--- src/hdl/utf8d_pkg.sv ---
// ----------------------------------------------------------------------------
// UTF-8 stream decoder package
// Result record and status codes shared by the decoder core.
// ----------------------------------------------------------------------------
`default_nettype none

package utf8d_pkg;

   localparam int unsigned CpWidth  = 21;
   localparam int unsigned LenWidth = 3;

   typedef enum logic [2:0] {
      ST_OK        = 3'd0,
      ST_STRAY     = 3'd1,
      ST_OVERSIZE  = 3'd2,
      ST_INTERRUPT = 3'd3,
      ST_TRUNCATED = 3'd4,
      ST_OVERLONG  = 3'd5
   } status_type;

   // One result; the low 27 bits line up with the packed rsp_tdata layout
   typedef struct packed {
      logic                  final_result;
      status_type            status;
      logic [LenWidth-1:0]   seq_length;
      logic [CpWidth-1:0]    code_point;
   } rsp_type;

   localparam logic [CpWidth-1:0] MinTwo   = 21'h00080;
   localparam logic [CpWidth-1:0] MinThree = 21'h00800;
   localparam logic [CpWidth-1:0] MinFour  = 21'h10000;

endpackage

`default_nettype wire

--- src/hdl/utf8_stream_decoder_core.sv ---
// ----------------------------------------------------------------------------
// UTF-8 stream decoder core
// Decodes a byte stream into code points with per-character error status.
// ----------------------------------------------------------------------------
// Usage:
//   req_* carries one text byte per transfer; req_tlast marks the last byte
//   of the text. rsp_* carries decoded results; rsp_tlast marks the last
//   result caused by the end-of-text byte. A byte gives zero, one or two
//   results (an interrupted sequence plus the decode of the interrupting
//   byte; at end of text that decode may be the truncation of the sequence it opens).
//   csr_wen/csr_wdata set the longest accepted sequence length; write it
//   only while the block is idle.
// Timing:
//   A byte is registered in the input stage, decoded combinationally into a
//   three-entry result queue, and shown on rsp_* from that queue. One byte
//   per cycle is sustained while the receiver takes every result and each
//   byte gives at most one result; a byte with two results holds the input
//   stream while the single result port drains the queue.
// Reset:
//   Clears the queue, the input stage and the sequence state; the length
//   limit returns to 4. When the receiver stalls, results collect in the
//   queue and req_tready drops once the queue could not hold two more.
// ----------------------------------------------------------------------------
`default_nettype none

module utf8_stream_decoder_core (
   input  wire logic        clock,
   input  wire logic        reset,
   // config
   input  wire logic        csr_wen,
   input  wire logic [2:0]  csr_wdata,    // max_seq_len
   // byte stream in
   input  wire logic        req_tvalid,
   output logic             req_tready,
   input  wire logic [7:0]  req_tdata,    // [7:0] text_byte
   input  wire logic        req_tlast,    // end_of_text
   // result stream out
   output logic             rsp_tvalid,
   input  wire logic        rsp_tready,
   output logic [31:0]      rsp_tdata,    // [20:0] code_point, [23:21] seq_length,
                                          // [26:24] status, [31:27] zero
   output logic             rsp_tlast     // final_result
);

   localparam int unsigned QDepth = 3;

   // configuration
   logic [2:0] max_len_ff;

   // input stage
   logic       in_valid_ff;
   logic [7:0] in_byte_ff;
   logic       in_eot_ff;

   // sequence state
   logic        in_seq_ff,  in_seq_in;
   logic [2:0]  exp_len_ff, exp_len_in;
   logic [1:0]  remain_ff,  remain_in;
   logic [20:0] acc_ff,     acc_in;

   // result queue
   utf8d_pkg::rsp_type q_mem_ff [QDepth];
   logic [1:0] rd_ptr_ff, rd_ptr_in;
   logic [1:0] wr_ptr_ff, wr_ptr_in;
   logic [1:0] count_ff,  count_in;

   logic       room;
   logic       decode_fire;
   logic       pop;

   // decode signals
   logic [2:0] eff_max;
   logic       raw_mode;
   logic [3:0] lead_ones;
   logic [2:0] lead_len;
   logic       lead_emit;
   utf8d_pkg::rsp_type lead_res;
   logic       is_cont;
   logic       interrupt;
   logic       use_lead;
   logic       cont_step;
   logic [20:0] cont_acc;
   logic [1:0]  cont_remain;
   logic [20:0] min_val;
   utf8d_pkg::rsp_type res [2];
   logic [1:0] push_n;
   logic [1:0] wr_ptr_p1;

   // ---------------------------------------------------------------------
   // handshakes
   // ---------------------------------------------------------------------
   assign room        = (count_ff <= 2'd1);
   assign decode_fire = in_valid_ff && room;
   assign req_tready  = !in_valid_ff || room;
   assign rsp_tvalid  = (count_ff != 2'd0);
   assign pop         = rsp_tvalid && rsp_tready;

   always_ff @(posedge clock) begin
      if (reset) begin
         max_len_ff <= 3'd4;
      end else if (csr_wen) begin
         max_len_ff <= csr_wdata;
      end
   end

   always_ff @(posedge clock) begin
      if (reset) begin
         in_valid_ff <= 1'b0;
      end else if (req_tvalid && req_tready) begin
         in_valid_ff <= 1'b1;
      end else if (decode_fire) begin
         in_valid_ff <= 1'b0;
      end
   end

   always_ff @(posedge clock) begin
      if (req_tvalid && req_tready) begin
         in_byte_ff <= req_tdata;
         in_eot_ff  <= req_tlast;
      end
   end

   // ---------------------------------------------------------------------
   // lead byte decode
   // ---------------------------------------------------------------------
   always_comb begin
      case (max_len_ff) inside
         3'd0:             eff_max = 3'd1;
         3'd5, 3'd6, 3'd7: eff_max = 3'd4;
         default:          eff_max = max_len_ff;
      endcase
   end

   assign raw_mode = (eff_max == 3'd1);

   always_comb begin
      unique casez (in_byte_ff)
         8'b0???????: lead_ones = 4'd0;
         8'b10??????: lead_ones = 4'd1;
         8'b110?????: lead_ones = 4'd2;
         8'b1110????: lead_ones = 4'd3;
         8'b11110???: lead_ones = 4'd4;
         8'b111110??: lead_ones = 4'd5;
         8'b1111110?: lead_ones = 4'd6;
         8'b11111110: lead_ones = 4'd7;
         default:     lead_ones = 4'd8;
      endcase
   end

   assign lead_len = (lead_ones > 4'd7) ? 3'd7 : lead_ones[2:0];
   assign is_cont  = (in_byte_ff[7:6] == 2'b10);

   always_comb begin
      lead_emit = 1'b1;
      lead_res  = '{final_result: 1'b0, status: utf8d_pkg::ST_OK,
                    seq_length: 3'd1, code_point: '0};
      if (lead_ones == 4'd0) begin
         lead_res.code_point = {13'd0, in_byte_ff};
      end else if (lead_ones == 4'd1) begin
         lead_res.status = utf8d_pkg::ST_STRAY;
      end else if (lead_ones > {1'b0, eff_max}) begin
         lead_res.status     = utf8d_pkg::ST_OVERSIZE;
         lead_res.seq_length = lead_len;
      end else begin
         lead_emit = 1'b0;
      end
   end

   // ---------------------------------------------------------------------
   // step: results and next sequence state
   // ---------------------------------------------------------------------
   assign interrupt = in_seq_ff && (raw_mode || !is_cont);
   assign use_lead  = !raw_mode && (!in_seq_ff || !is_cont);
   assign cont_step = !raw_mode && in_seq_ff && is_cont;

   assign cont_acc    = {acc_ff[14:0], in_byte_ff[5:0]};
   assign cont_remain = remain_ff - 2'd1;

   always_comb begin
      case (exp_len_ff)
         3'd2:    min_val = utf8d_pkg::MinTwo;
         3'd3:    min_val = utf8d_pkg::MinThree;
         default: min_val = utf8d_pkg::MinFour;
      endcase
   end

   always_comb begin
      res[0]     = '{final_result: 1'b0, status: utf8d_pkg::ST_OK,
                     seq_length: '0, code_point: '0};
      res[1]     = res[0];
      push_n     = 2'd0;
      in_seq_in  = in_seq_ff;
      exp_len_in = exp_len_ff;
      remain_in  = remain_ff;
      acc_in     = acc_ff;

      if (interrupt) begin
         res[0].status     = utf8d_pkg::ST_INTERRUPT;
         res[0].seq_length = exp_len_ff;
         push_n            = 2'd1;
         in_seq_in         = 1'b0;
         exp_len_in        = '0;
         remain_in         = '0;
         acc_in            = '0;
      end

      if (raw_mode) begin
         res[push_n[0]].code_point = {13'd0, in_byte_ff};
         res[push_n[0]].seq_length = 3'd1;
         push_n                    = push_n + 2'd1;
      end

      if (use_lead) begin
         if (lead_emit) begin
            res[push_n[0]] = lead_res;
            push_n         = push_n + 2'd1;
         end else begin
            in_seq_in  = 1'b1;
            exp_len_in = lead_ones[2:0];
            remain_in  = lead_ones[1:0] - 2'd1;
            acc_in     = {13'd0, in_byte_ff & (8'h7F >> lead_ones)};
         end
      end

      if (cont_step) begin
         acc_in    = cont_acc;
         remain_in = cont_remain;
         if (cont_remain == 2'd0) begin
            res[push_n[0]].seq_length = exp_len_ff;
            if (cont_acc < min_val) begin
               res[push_n[0]].status = utf8d_pkg::ST_OVERLONG;
            end else begin
               res[push_n[0]].code_point = cont_acc;
            end
            push_n     = push_n + 2'd1;
            in_seq_in  = 1'b0;
            exp_len_in = '0;
            remain_in  = '0;
            acc_in     = '0;
         end
      end

      if (in_eot_ff) begin
         if (in_seq_in) begin
            res[push_n[0]].status     = utf8d_pkg::ST_TRUNCATED;
            res[push_n[0]].seq_length = exp_len_in;
            push_n                    = push_n + 2'd1;
         end
         in_seq_in  = 1'b0;
         exp_len_in = '0;
         remain_in  = '0;
         acc_in     = '0;
         // tag the last result of this byte
         if (push_n != 2'd0) begin
            res[push_n[1]].final_result = 1'b1;
         end
      end
   end

   always_ff @(posedge clock) begin
      if (reset) begin
         in_seq_ff  <= 1'b0;
         exp_len_ff <= '0;
         remain_ff  <= '0;
         acc_ff     <= '0;
      end else if (decode_fire) begin
         in_seq_ff  <= in_seq_in;
         exp_len_ff <= exp_len_in;
         remain_ff  <= remain_in;
         acc_ff     <= acc_in;
      end
   end

   // ---------------------------------------------------------------------
   // result queue
   // ---------------------------------------------------------------------
   assign wr_ptr_p1 = (wr_ptr_ff == 2'(QDepth - 1)) ? 2'd0 : wr_ptr_ff + 2'd1;

   always_comb begin
      rd_ptr_in = rd_ptr_ff;
      wr_ptr_in = wr_ptr_ff;
      count_in  = count_ff;
      if (pop) begin
         rd_ptr_in = (rd_ptr_ff == 2'(QDepth - 1)) ? 2'd0 : rd_ptr_ff + 2'd1;
      end
      if (decode_fire) begin
         if (push_n == 2'd1) begin
            wr_ptr_in = wr_ptr_p1;
         end else if (push_n == 2'd2) begin
            wr_ptr_in = (wr_ptr_p1 == 2'(QDepth - 1)) ? 2'd0 : wr_ptr_p1 + 2'd1;
         end
         count_in = count_ff + push_n - {1'b0, pop};
      end else begin
         count_in = count_ff - {1'b0, pop};
      end
   end

   always_ff @(posedge clock) begin
      if (reset) begin
         rd_ptr_ff <= '0;
         wr_ptr_ff <= '0;
         count_ff  <= '0;
      end else begin
         rd_ptr_ff <= rd_ptr_in;
         wr_ptr_ff <= wr_ptr_in;
         count_ff  <= count_in;
      end
   end

   always_ff @(posedge clock) begin
      if (decode_fire && (push_n != 2'd0)) begin
         q_mem_ff[wr_ptr_ff] <= res[0];
      end
      if (decode_fire && (push_n == 2'd2)) begin
         q_mem_ff[wr_ptr_p1] <= res[1];
      end
   end

   assign rsp_tdata = {5'd0, q_mem_ff[rd_ptr_ff].status,
                       q_mem_ff[rd_ptr_ff].seq_length,
                       q_mem_ff[rd_ptr_ff].code_point};
   assign rsp_tlast = q_mem_ff[rd_ptr_ff].final_result;

   // ---------------------------------------------------------------------
   // assertions
   // ---------------------------------------------------------------------
   a_seq_state_sane: assert property (@(posedge clock) disable iff (reset)
      in_seq_ff |-> (exp_len_ff >= 3'd2 && exp_len_ff <= 3'd4 && remain_ff != 2'd0 &&
                     {1'b0, remain_ff} < exp_len_ff))
      else $error("pending sequence state is inconsistent");

   a_eot_clears: assert property (@(posedge clock) disable iff (reset)
      decode_fire && in_eot_ff |=> !in_seq_ff && acc_ff == '0)
      else $error("sequence state survives end of text");

   a_eot_result: assert property (@(posedge clock) disable iff (reset)
      decode_fire && in_eot_ff |-> push_n != 2'd0)
      else $error("end-of-text byte produced no result");

   a_no_overflow: assert property (@(posedge clock) disable iff (reset)
      decode_fire |-> ({1'b0, count_ff} + {1'b0, push_n}) <= 3'(QDepth))
      else $error("result queue overflow");

endmodule

`default_nettype wire

--- config.mk ---
export PLATFORM = sky130hd
export DESIGN_NAME = utf8_stream_decoder_core
export DESIGN_NICKNAME = d
export VERILOG_FILES = /design/src/hdl/utf8d_pkg.sv /design/src/hdl/utf8_stream_decoder_core.sv
export SDC_FILE = /design/constraint.sdc
export NUM_CORES = 1
export LEC_CHECK = 0
export BUFFER_PORTS_ARGS = -buffer_cell sky130_fd_sc_hd__buf_4
export CAP_MARGIN = 10
export CELL_PAD_IN_SITES_DETAIL_PLACEMENT = 1
export CELL_PAD_IN_SITES_GLOBAL_PLACEMENT = 1
export CORE_ASPECT_RATIO = 0.6
export CORE_MARGIN = 5
export CORE_UTILIZATION = 53
export CTS_BUF_LIST = sky130_fd_sc_hd__clkbuf_8
export DETAILED_ROUTE_END_ITERATION = 6
export HOLD_SLACK_MARGIN = 0.06
export MAX_ROUTING_LAYER = met4
export PLACE_DENSITY_LB_ADDON = 0.1
export SLEW_MARGIN = 20
export SYNTH_ARGS = -nofsm -noshare
export SYNTH_HDL_FRONTEND = slang
export SYNTH_SLANG_ARGS = --single-unit
--- constraint.sdc ---
create_clock -name clock -period 10.7 [get_ports clock]
set_clock_uncertainty 0.1 [all_clocks]
set_input_delay 0 -clock clock [delete_from_list [all_inputs] [get_ports clock]]
set_output_delay 0 -clock clock [all_outputs]
set_load 0.02 [all_outputs]
# --- Yosys cells after proc, flatten, opt, wreduce, memory -nomap -nowiden ---
# Memory sizes are Yosys's and may differ from the RTL's. A register that Yosys moved wholly into a read port is not among the register bits.
# Cells that the tools add are included.
classes:
  n_mux: 98
  reduce_logical: 31
  shifts: 1
  order_cmp: 14
  n_eq_ne: 19
  addsub: 12
  n_bitwise: 7
op_table:
  columns: ["operator", "n"]
  rows:
  - ["$mux 56", 10]
  - ["$bwmux 56", 9]
  - ["$demux 28 s1", 9]
  - ["$mux 21", 8]
  - ["$mux 24", 3]
  - ["$mux 28", 2]
  - ["$mux 27", 2]
  - ["$mux 2", 22]
  - ["$pmux 17 s2", 1]
  - ["$mux 3", 11]
  - ["$pmux 4 s8", 1]
  - ["$lt 21x21->1", 1]
  - ["$mux 1", 16]
  - ["$add 2x1->2 const B", 7]
  - ["$logic_and 1x1->1", 14]
  - ["$eq 3x3->1 const B", 4]
  - ["$eq 2x2->1 const B", 5]
  - ["$ge 2x2->1 const B", 5]
  - ["$lt 2x1->1 const B", 5]
  - ["$mux 5", 2]
  - ["$not 1->2", 5]
  - ["$reduce_bool 2->1", 5]
  - ["$and 8x8->8", 1]
  - ["$eq 8x8->1 const B", 1]
  - ["other kinds (25)", 33]
totals:
  register_bits: 46
  ramBits: 84
  out_inout_bits: 35
  in_bits: 17
  memories: 1
  elab_cells: 194
mem_list:
  columns: ["memory", "words", "word_bits", "read_ports", "rd_clocked_by_memory_dff", "write_ports", "line_no", "source"]
  rows:
  - ["q_mem_ff", 3, 28, 1, 1, 2, "utf8_stream_decoder_core.sv:62", "utf8d_pkg::rsp_type q_mem_ff [QDepth];"]

# --- Logic depth before layout (Yosys ltp) ---
# Gate-level depths: netlist (run 1).
depth:
  depth_word: 31
  ltp_mapped: 19
  ltp_nobuf: 16

# --- Least setup slack after synthesis (run 1) ---
# OpenSTA, ideal clock, no wires.
synth_timing:
  kind: "register -> register"
  start: "register in_byte_ff[5]"
  end: "memory q_mem_ff[1][0] in the netlist's numbering (enable)"
  stages_incl_launch_ff: 15
  arrival_time_ns: 4.827
  setup_slack_ns: 5.325
  synth_period_minus_slack_ns: 5.375
  t_required_ns: 10.152
  path_buffers: 3
  setup_ns: 0.448
  path_cell_list: "edfxtp_1 > buf_2 > nand4_2 > nor3_1 > a21oi_1 > ha_1 > nand2_1 > o21ai_0 > clkbuf_1 > o21a_1 > or3_1 > a311o_1 > buf_6 > a21o_1 > nor3_1"
synth_rtl:
  columns: ["item", "line_no", "source"]
  rows:
  - ["start, declared", "utf8_stream_decoder_core.sv:52", "logic [7:0] in_byte_ff;"]
  - ["start signal, assigned", "utf8_stream_decoder_core.sv:118", "in_byte_ff <= req_tdata;"]
  - ["end, declared", "utf8_stream_decoder_core.sv:62", null]

==> results of run 1 <==
## sequential cells by signal, summed over array words and instances, names as in the netlist, named ones only
register and count:
in_seq_ff 1, in_valid_ff 1, q_mem_ff 84, rd_ptr_ff 2, in_byte_ff 8, in_eot_ff 1
acc_ff 15, wr_ptr_ff 2, count_ff 2, max_len_ff 3, exp_len_ff 3, remain_ff 2
## logic make-up (layout without fill, tap and decap cells)
family / count (synthesis) / count (layout) / share of synthesized area
other: 1 / 6 / 0.000561
buffers and inverters: 54 / 123 / 0.0393
adder cells (fa/ha/maj): 12 / 12 / 0.0225
XOR/XNOR: 3 / 3 / 0.00393
AO/OA/AOI/OAI: 175 / 175 / 0.164
multiplexers: 47 / 47 / 0.0704
flip-flops: 126 / 126 / 0.517
AND/OR/NAND/NOR: 239 / 239 / 0.182
## timing repair
| item | CTS | global route |
|---|---|---|
| endpoints found under the setup margin | 0 | 0 |
| setup buffers | 0 | 0 |
| hold buffers | 22 | 0 |
| endpoints found under the hold margin | 41 | 0 |
## cells in the mapped netlist, types with 2 or more instances
master	instances	area, um^2
edfxtp_1	93	2790
nand2_1	63	236
nor2_1	59	221
o21ai_0	59	295
mux2i_1	47	470
a21oi_1	40	200
nor2b_1	40	250
dfxtp_1	33	661
clkbuf_1	24	90.1
and2_1	22	138
a22oi_1	16	120
inv_1	13	48.8
ha_1	12	150
o31ai_1	11	82.6
nand3_1	10	50.1
nor3_1	10	50.1
nand2b_1	8	50.1
a31oi_1	6	37.5
o21ai_1	6	30.0
buf_4	5	37.5
buf_6	5	56.3
a32oi_1	4	35.0
buf_1	4	15.0
a41o_1	3	30.0
a41oi_1	3	26.3
and3_1	3	18.8
buf_2	3	15.0
nand3b_1	3	22.5
nor4_1	3	18.8
o211ai_1	3	22.5
or4_1	3	22.5
xnor2_1	3	26.3
a211o_1	2	17.5
a211oi_1	2	15.0
a21boi_0	2	15.0
a21o_1	2	15.0
a222oi_1	2	20.0
a311o_1	2	20.0
a311oi_1	2	17.5
nand2_4	2	22.5
nand4_1	2	12.5
o21a_1	2	15.0
or2_2	2	12.5
or3_1	2	12.5
## area by class of cell
type | count | area, um^2
clock buffers | 17 | 234
flip-flops and latches | 126 | 3460
inverters | 13 | 48.8
repair buffers | 78 | 641
well taps | 165 | 206
fillers | 1297 | 4370
clock inverters | 15 | 223
diodes | 1 | 2.50
multi-input cells | 481 | 3000
## metrics by stage
stage / utilization / std cells / hold WS, ns / power, uW
floorplan: - / 661 / -0.00113 / 837
finish: 0.641 / 896 / 0.148 / 1500
CTS: 0.641 / 895 / 0.141 / 1490
detailed placement: 0.585 / 841 / 0.0794 / 992
global placement: 0.585 / 841 / 0.0782 / 970
global route: 0.641 / 896 / 0.138 / 1550
## worst max-delay path: stages (launching register included)
cell      delay [ns]
edfxtp_1        0.54
nand2_1         0.24
a21oi_1         0.07
o21bai_1        0.51
inv_1           0.16
ha_1            0.33
nor2b_1         0.16
o21ai_0         0.10
buf_4           0.18
o21a_1          0.26
nor4_1          0.30
a311o_1         0.45
a21oi_1         0.26
o31ai_1         0.88
and2_1          0.25
## layer usage
layer  share of wire  wire length [um]  track usage
met2            0.45             11100        0.502
met5               0                 0            -
met1            0.42             10300        0.442
met4           0.028               703        0.121
met3            0.11              2700        0.115
## how the worst max path moves through the flow
stage,to,depth (start not counted)
floorplan,q_mem_ff[1][0],14
global placement,q_mem_ff[2][21],14
detailed placement,q_mem_ff[0][5],14
CTS,q_mem_ff[0][0],14
global route,q_mem_ff[0][0],14
finish,q_mem_ff[0][0],14
## report_power, final
group	internal, uW	switching, uW	leakage [uW]
registers	570	43.6	0.00111
clock network	262	238	0.000228
logic	140	247	0.00147
total	972	529	0.00280
==> flow_metrics.env, run 1 <==
export IMPL_cts_sinks=126
export IMPL_synth_edff_count=93
export IMPL_p_leak_uw=0.00280
export IMPL_cts_resized=0
export IMPL_final_nets=746
export IMPL_antenna_found_initial=2
export IMPL_drt_drc_violations_left=0
export IMPL_peakVddDrop_uv=94.9
export IMPL_hold_end="in_eot_ff"
export IMPL_initial_core_util=0.549
export IMPL_end_kind="flip-flop"
export IMPL_htree_levels=4
export IMPL_routed_wl_mm=24.8
export IMPL_r2r_slack_ns=5.77
export IMPL_via_per_inst=6.58
export IMPL_final_cell_mix="edfxtp_1, nand2_1, o21ai_0"
export IMPL_detailed_place_area_mm2=0.00713
export IMPL_reg2reg_from="in_byte_ff[3]"
export IMPL_grt_pass1_vias=6046
export IMPL_cts_buffers=17
export IMPL_fmax_ghz=0.203
export IMPL_power_density_mw_per_mm2=192
export IMPL_slew_violations=0
export IMPL_yosysWarnings=0
export IMPL_min_period_ns=4.93
export IMPL_crit_required_ns=10.93
export IMPL_finalSetupTns_ns=0
export IMPL_startpoint="in_byte_ff[3]"
export IMPL_hold_path_depth=2
export IMPL_drive_above_1_share=0.149
export IMPL_firstDrtPassIters=5
export IMPL_dp_hpwl_mm=17.0
export IMPL_tightest_slew_ns=1.17
export IMPL_ant_nets=0
export IMPL_clk_pin_slew_ns=0.10
export IMPL_max_slew_margin=0.217
export IMPL_io_buffers=46
export IMPL_final_common_cell="edfxtp_1"
export IMPL_fin_ws_ns=5.77
export IMPL_outcome="finished clean"
export IMPL_dieWidth_um=155
export IMPL_ios=52
export IMPL_setup_violations=0
export IMPL_cp_start_kind="flip-flop"
export IMPL_timing_setup_critical_path_class="reg -> reg"
export IMPL_yosysSeqAreaShare=0.517
export IMPL_maxCapViolations=0
export IMPL_syn_cell_area_mm2=0.00668
export IMPL_grt_max_degree=57
export IMPL_yosysUniqueCellTypes=60
export IMPL_rr_worst_depth=14
export IMPL_post_place_ws_ns=6.09
export IMPL_fp_dieH_um=97.0
export IMPL_drt_initial_drc_count=682
export IMPL_cts_root_buf="clkbuf_8"
export IMPL_synthFlopType="edfxtp_1"
export IMPL_design_area_mm2=0.00781
export IMPL_place_congestion=0.975
export IMPL_avgSynthCellArea_um2=10.2
export IMPL_clk_latency_ns=0.47
export IMPL_design_die_area_mm2=0.0150
export IMPL_fp_row_count=31
export IMPL_cts_buffer_depth=2
export IMPL_hold_class="in -> reg"
export IMPL_ys_ff_latch=126
export IMPL_rsz0062_at_grt="false"
export IMPL_routedWlPerCell_um=27.7
export IMPL_cp_arrival_ns=5.15
export IMPL_area_growth_pct=16.9
export IMPL_cts_tree="built"
export IMPL_grt_overflow=0
export IMPL_syn_inst=657
export IMPL_synth_async_reset_ratio=0
export IMPL_design_core_area_mm2=0.0122
export IMPL_crit_fanout=11
export IMPL_reg2reg_to="q_mem_ff[0][0]"
export IMPL_vias=5893
export IMPL_holdCritStartpoint="req_tlast"
export IMPL_grt_pass1_wl_mm=37.3
export IMPL_finalCritPeriodShare=0.460
export IMPL_grt_use_total=0.342
export IMPL_final_hold_viol_count=0
(Power assumes the default switching activity.)
==> run 2, diff against run 1 <==
--- a/config.mk
+++ b/config.mk
@@ -11,7 +11,7 @@
 export CELL_PAD_IN_SITES_GLOBAL_PLACEMENT = 1
 export CORE_ASPECT_RATIO = 0.6
 export CORE_MARGIN = 5
-export CORE_UTILIZATION = 53
+export CORE_UTILIZATION = 49
 export CTS_BUF_LIST = sky130_fd_sc_hd__clkbuf_8
 export DETAILED_ROUTE_END_ITERATION = 6
 export HOLD_SLACK_MARGIN = 0.06
==> constraint.sdc (replaced) <==
create_clock -name clock -period 4.88 [get_ports clock]
set_clock_uncertainty 0.1 [all_clocks]
set_input_delay 0 -clock clock [delete_from_list [all_inputs] [get_ports clock]]
set_output_delay 0 -clock clock [all_outputs]
set_load 0.02 [all_outputs]
==> run 2 against run 1 <==
  * Utilization decreased by 5.9 points
  * Final cell count increased by 2.1%
  * Critical path depth did not move
  * Worst setup slack lost 5.2 ns
  * Critical path type unchanged
  * Non-clock buffer count increased by 10
  * Critical endpoint is now q_mem_ff[1][12]
  * Fmax up 15%
  * Clock-buffer cell count rose by 1
  * Via count shrank 4.6%
  * Largest power group unchanged
  * Highest routed layer unchanged
  * Power increased by 110%
  * First-iteration DRC count down 35%
  * Flip-flop and latch count unchanged
  * Register-to-register slack worse by 5.2 ns
==> flow_metrics.env, run 2 (synthesized netlist as in run 1, its figures left out) <==
export IMPL_ios=52
export IMPL_grt_use_total=0.294
export IMPL_grt_overflow=0
export IMPL_slowest_stage="edfxtp_1"
export IMPL_routedWlPerCell_um=24.7
export IMPL_io_buffers=46
export IMPL_end_kind="flip-flop"
export IMPL_drive_above_1_share=0.157
export IMPL_via_per_inst=6.15
export IMPL_crit_required_ns=4.93
export IMPL_fin_total_pwr_uw=3130
export IMPL_clk_latency_ns=0.46
export IMPL_post_place_ws_ns=0.678
export IMPL_cp_num_buf_inv=2
export IMPL_path_cells="nand4_2, nor3_1, a21oi_1, inv_1, ha_1, nor2_1, and3_1, a211oi_1, nand2_1, o21bai_2, nor2_1, a21o_1, nor3_4, buf_12"
export IMPL_fmax_ghz=0.233
export IMPL_cp_arrival_ns=4.34
export IMPL_n_antenna_cell=0
export IMPL_r2r_slack_ns=0.58
export IMPL_grt_pass1_vias=5809
export IMPL_clk_pin_slew_ns=0.09
export IMPL_cpMostUsedCell="nor2_1"
export IMPL_drt_drc_violations_left=0
export IMPL_design_die_area_mm2=0.0161
export IMPL_power_density_mw_per_mm2=398
export IMPL_initial_core_util=0.495
export IMPL_finalSetupTns_ns=0
export IMPL_cp_start_kind="flip-flop"
export IMPL_p_leak_uw=0.00283
export IMPL_cts_buffers=17
export IMPL_crit_fanout=28
export IMPL_final_common_cell="edfxtp_1"
export IMPL_cts_buffer_depth=2
export IMPL_htree_levels=4
export IMPL_fp_dieH_um=100
export IMPL_post_cts_buffers=0
export IMPL_fp_row_count=33
export IMPL_final_cell_mix="edfxtp_1, buf_4, nand2_1"
export IMPL_largest_register="q_mem_ff"
export IMPL_place_congestion=0.934
export IMPL_grt_max_degree=57
export IMPL_peakVddDrop_uv=227
export IMPL_firstDrtPassIters=6
export IMPL_min_period_ns=4.30
export IMPL_dp_hpwl_mm=16.1
export IMPL_largest_reg_flops=84
export IMPL_cts_sinks=126
export IMPL_setup_violations=0
export IMPL_drt_initial_drc_count=440
export IMPL_cts_tree="built"
export IMPL_crit_family="simple AND/OR/NAND/NOR gates"
export IMPL_cts_hold_buf=21
export IMPL_maxCapViolations=0
export IMPL_max_slew_margin=0.260
export IMPL_reg_top3="q_mem_ff: 84 flops, acc_ff: 15 flops, in_byte_ff: 8 flops"
export IMPL_vias=5623
export IMPL_cts_root_buf="clkbuf_8"
export IMPL_tightest_slew_ns=1.11
export IMPL_ant_nets=0
export IMPL_hold_path_depth=2
export IMPL_finalCritPeriodShare=0.881
export IMPL_fillers=1486
export IMPL_outcome="finished clean"
export IMPL_cts_resized=0
export IMPL_antenna_found_initial=0
export IMPL_holdCritStartpoint="req_tdata[6]"
export IMPL_cp_slowest_stage_delay_ns=0.66
export IMPL_final_nets=756
export IMPL_fin_ws_ns=0.583
export IMPL_timing_setup_critical_path_class="reg -> reg"
export IMPL_design_core_area_mm2=0.0135
export IMPL_rr_worst_depth=14
export IMPL_area_growth_pct=17.6
export IMPL_hold_class="in -> reg"
export IMPL_grt_pass1_wl_mm=34.7
export IMPL_rsz0062_at_grt="false"
export IMPL_slew_violations=0
export IMPL_reg2reg_to="q_mem_ff[1][12]"
export IMPL_routed_wl_mm=22.6
export IMPL_reg2reg_from="in_byte_ff[7]"
export IMPL_hold_end="in_byte_ff[6]"
export IMPL_dieWidth_um=161
export IMPL_final_hold_viol_count=0
[run 2: metal layers]
layer  wire (um)  GRT usage
met5           0          -
met1       10400      0.410
met3        2060     0.0887
met2        9900      0.435
met4         228     0.0518
[run 2: final cells by class]
type | count | area (um^2) | share of cell area
Sequential cell | 126 | 3450 | 0.439
Multi-Input combinational cell | 481 | 3000 | 0.382
Timing Repair Buffer | 88 | 751 | 0.0955
Clock buffer | 18 | 248 | 0.0315
Tap cell | 175 | 219 | 0.0279
Clock inverter | 14 | 140 | 0.0178
Inverter | 13 | 48.8 | 0.00621
[run 2: worst max-delay path by stage]
| stage | startpoint | slack (ns) | cells after the start | end |
|---|---|---|---|---|
| after global placement | in_byte_ff[7] | 0.76 | 16 | count_ff[1] |
| after floorplan | in_byte_ff[5] | 0.09 | 14 | q_mem_ff[2][0] |
| after detailed placement | in_byte_ff[2] | 0.68 | 17 | count_ff[1] |
| final | in_byte_ff[7] | 0.58 | 14 | q_mem_ff[1][12] |
| after CTS | in_byte_ff[2] | 0.65 | 17 | count_ff[1] |
| after global routing | in_byte_ff[4] | 0.36 | 14 | q_mem_ff[1][23] |
[run 2: report_power, final]
part / internal (uW) / switching (uW) / total [uW] / leakage [uW]
Clock: 434 / 508 / 942 / 0.000200
Sequential: 1250 / 74.0 / 1320 / 0.00111
Combinational: 325 / 539 / 864 / 0.00152
Total: 2010 / 1120 / 3130 / 0.00283
[run 2: per-stage QoR]
stage	hold slack (ns)	cells	util	instance area, um^2
CTS	0.145	915	0.582	7860
floorplan	-0.00113	661	-	6700
global route	0.136	915	0.582	7860
global placement	0.0781	862	0.538	7260
detailed placement	0.0793	862	0.538	7260
finish	0.163	915	0.582	7860
==> run 3, diff against run 2 <==
--- a/config.mk
+++ b/config.mk
@@ -11,7 +11,7 @@
 export CELL_PAD_IN_SITES_GLOBAL_PLACEMENT = 1
 export CORE_ASPECT_RATIO = 0.6
 export CORE_MARGIN = 5
-export CORE_UTILIZATION = 49
+export CORE_UTILIZATION = 35
 export CTS_BUF_LIST = sky130_fd_sc_hd__clkbuf_8
 export DETAILED_ROUTE_END_ITERATION = 6
 export HOLD_SLACK_MARGIN = 0.06
==> run 3 against run 2 <==
  * Wire length increased by 2.0%
  * Highest routed layer unchanged
  * Clock-buffer cell count fell by 1
  * Global-route usage down 7.2 points
  * Largest cell class unchanged
==> flow_metrics.env, run 3 (synthesized netlist as in run 1, its figures left out) <==
export IMPL_outcome="finished clean"
export IMPL_hold_end="in_byte_ff[1]"
export IMPL_initial_core_util=0.354
export IMPL_fp_dieH_um=117
export IMPL_power_density_mw_per_mm2=405
export IMPL_reg_top3="q_mem_ff: 84 flops, acc_ff: 15 flops, in_byte_ff: 8 flops"
export IMPL_timing_setup_critical_path_class="reg -> reg"
export IMPL_final_common_cell="edfxtp_1"
export IMPL_final_cell_mix="edfxtp_1, nand2_1, buf_4"
export IMPL_clk_pin_slew_ns=0.09
export IMPL_detailed_place_area_mm2=0.00734
export IMPL_fmax_ghz=0.231
export IMPL_max_slew_margin=0.329
export IMPL_finalCritPeriodShare=0.885
export IMPL_cp_start_kind="flip-flop"
export IMPL_fp_row_count=39
export IMPL_hold_class="in -> reg"
export IMPL_maxCapViolations=0
export IMPL_vias=5456
export IMPL_io_buffers=46
export IMPL_end_kind="flip-flop"
export IMPL_firstDrtPassIters=5
export IMPL_final_nets=753
export IMPL_via_per_inst=5.54
export IMPL_drt_initial_drc_count=511
export IMPL_grt_use_total=0.222
export IMPL_holdCritStartpoint="req_tdata[1]"
export IMPL_design_core_area_mm2=0.0189
export IMPL_cts_buffer_depth=2
export IMPL_clk_latency_ns=0.46
export IMPL_routedWlPerCell_um=23.4
export IMPL_reg2reg_to="q_mem_ff[1][9]"
export IMPL_drive_above_1_share=0.155
export IMPL_dp_hpwl_mm=16.9
export IMPL_reg2reg_from="in_byte_ff[2]"
export IMPL_ant_nets=0
export IMPL_htree_levels=4
export IMPL_design_area_mm2=0.00799
export IMPL_peakVddDrop_uv=173
export IMPL_cts_tree="built"
export IMPL_grt_pass1_wl_mm=35.4
export IMPL_dieWidth_um=188
export IMPL_ios=52
export IMPL_rsz0062_at_grt="false"
export IMPL_area_growth_pct=19.6
export IMPL_p_leak_uw=0.00283
export IMPL_crit_required_ns=4.93
export IMPL_r2r_slack_ns=0.56
export IMPL_slew_violations=0
export IMPL_min_period_ns=4.32
export IMPL_hold_path_depth=2
export IMPL_cts_root_buf="clkbuf_8"
export IMPL_cp_arrival_ns=4.37
export IMPL_grt_overflow=0
export IMPL_routed_wl_mm=23.0
export IMPL_setup_violations=0
export IMPL_grt_pass1_vias=5651
export IMPL_rr_worst_depth=14
export IMPL_cts_buffers=17
export IMPL_place_congestion=0.943
export IMPL_crit_fanout=28
export IMPL_grt_max_degree=37
export IMPL_post_cts_buffers=0
export IMPL_final_hold_viol_count=0
export IMPL_design_die_area_mm2=0.0220
export IMPL_cts_sinks=126
export IMPL_drt_drc_violations_left=0
export IMPL_tightest_slew_ns=1.00
export IMPL_antenna_found_initial=0
export IMPL_largest_reg_flops=84
export IMPL_largest_register="q_mem_ff"
export IMPL_finalSetupTns_ns=0
==> run 3: worst max-delay path: stages (launching register included) <==
cell and delay, ns:
edfxtp_1 0.50, nand2_1 0.19, a21oi_1 0.06, o21bai_1 0.34, inv_1 0.14, ha_1 0.31
nor2b_1 0.14, o21ai_1 0.43, a21oi_1 0.13, o21ai_1 0.43, and3_1 0.40, nor2_1 0.12
a21o_1 0.26, nor3_4 0.21, buf_12 0.23
==> run 3: what timing repair did <==
action                                 4_1_cts  5_1_grt
hold buffers                                21        0
gates resized for setup                      0        1
setup endpoints to repair                    0       28
endpoints found under the hold margin       42        0
==> run 3: layout make-up <==
type	count	area, um^2
multi-input combinational	481	3010
clock buffer	17	234
timing repair buffer	85	728
tap	246	308
sequential	126	3450
fill	2092	10900
clock inverter	15	210
inverter	13	48.8
antenna	1	2.50
==> run 3: worst max path at each step <==
stage,cells past startpoint,to,slack (ns),from
6_report,14,q_mem_ff[1][9],0.56,in_byte_ff[2]
5_1_grt,14,q_mem_ff[1][5],0.23,in_byte_ff[4]
4_1_cts,14,q_mem_ff[1][7],0.44,in_byte_ff[2]
3_5_place_dp,14,q_mem_ff[1][13],0.45,in_byte_ff[2]
3_3_place_gp,14,q_mem_ff[1][1],0.59,in_byte_ff[3]
2_1_floorplan,14,q_mem_ff[2][0],0.09,in_byte_ff[5]
==> run 3: metrics by stage <==
| step | utilization | hold slack, ns | power, uW | setup WS [ns] | instances |
|---|---|---|---|---|---|
| 4_1_cts | 0.423 | 0.136 | 3260 | 0.436 | 983 |
| 3_5_place_dp | 0.389 | 0.0809 | 2190 | 0.451 | 930 |
| 5_1_grt | 0.423 | 0.140 | 3380 | 0.225 | 983 |
| 2_1_floorplan | - | -0.00113 | 1830 | 0.0916 | 661 |
| 3_3_place_gp | 0.388 | 0.0800 | 2170 | 0.594 | 930 |
| 6_report | 0.423 | 0.159 | 3240 | 0.559 | 984 |
==> run 3: power breakdown <==
group          internal (uW)  switching, uW
combinational            322            535
sequential              1250           70.0
clock                    566            496
total                   2140           1100
==> run 3: per-layer routing <==
| metal | routed length, um | vias to the layer above | share of wire | track usage |
|---|---|---|---|---|
| li1 | - | 2538 | - | - |
| met1 | 11800 | 2731 | 0.51 | 0.317 |
| met2 | 9690 | 160 | 0.42 | 0.326 |
| met3 | 1320 | 27 | 0.057 | 0.0539 |
| met4 | 218 | 0 | 0.0095 | 0.0437 |
| met5 | 0 | - | 0 | - |
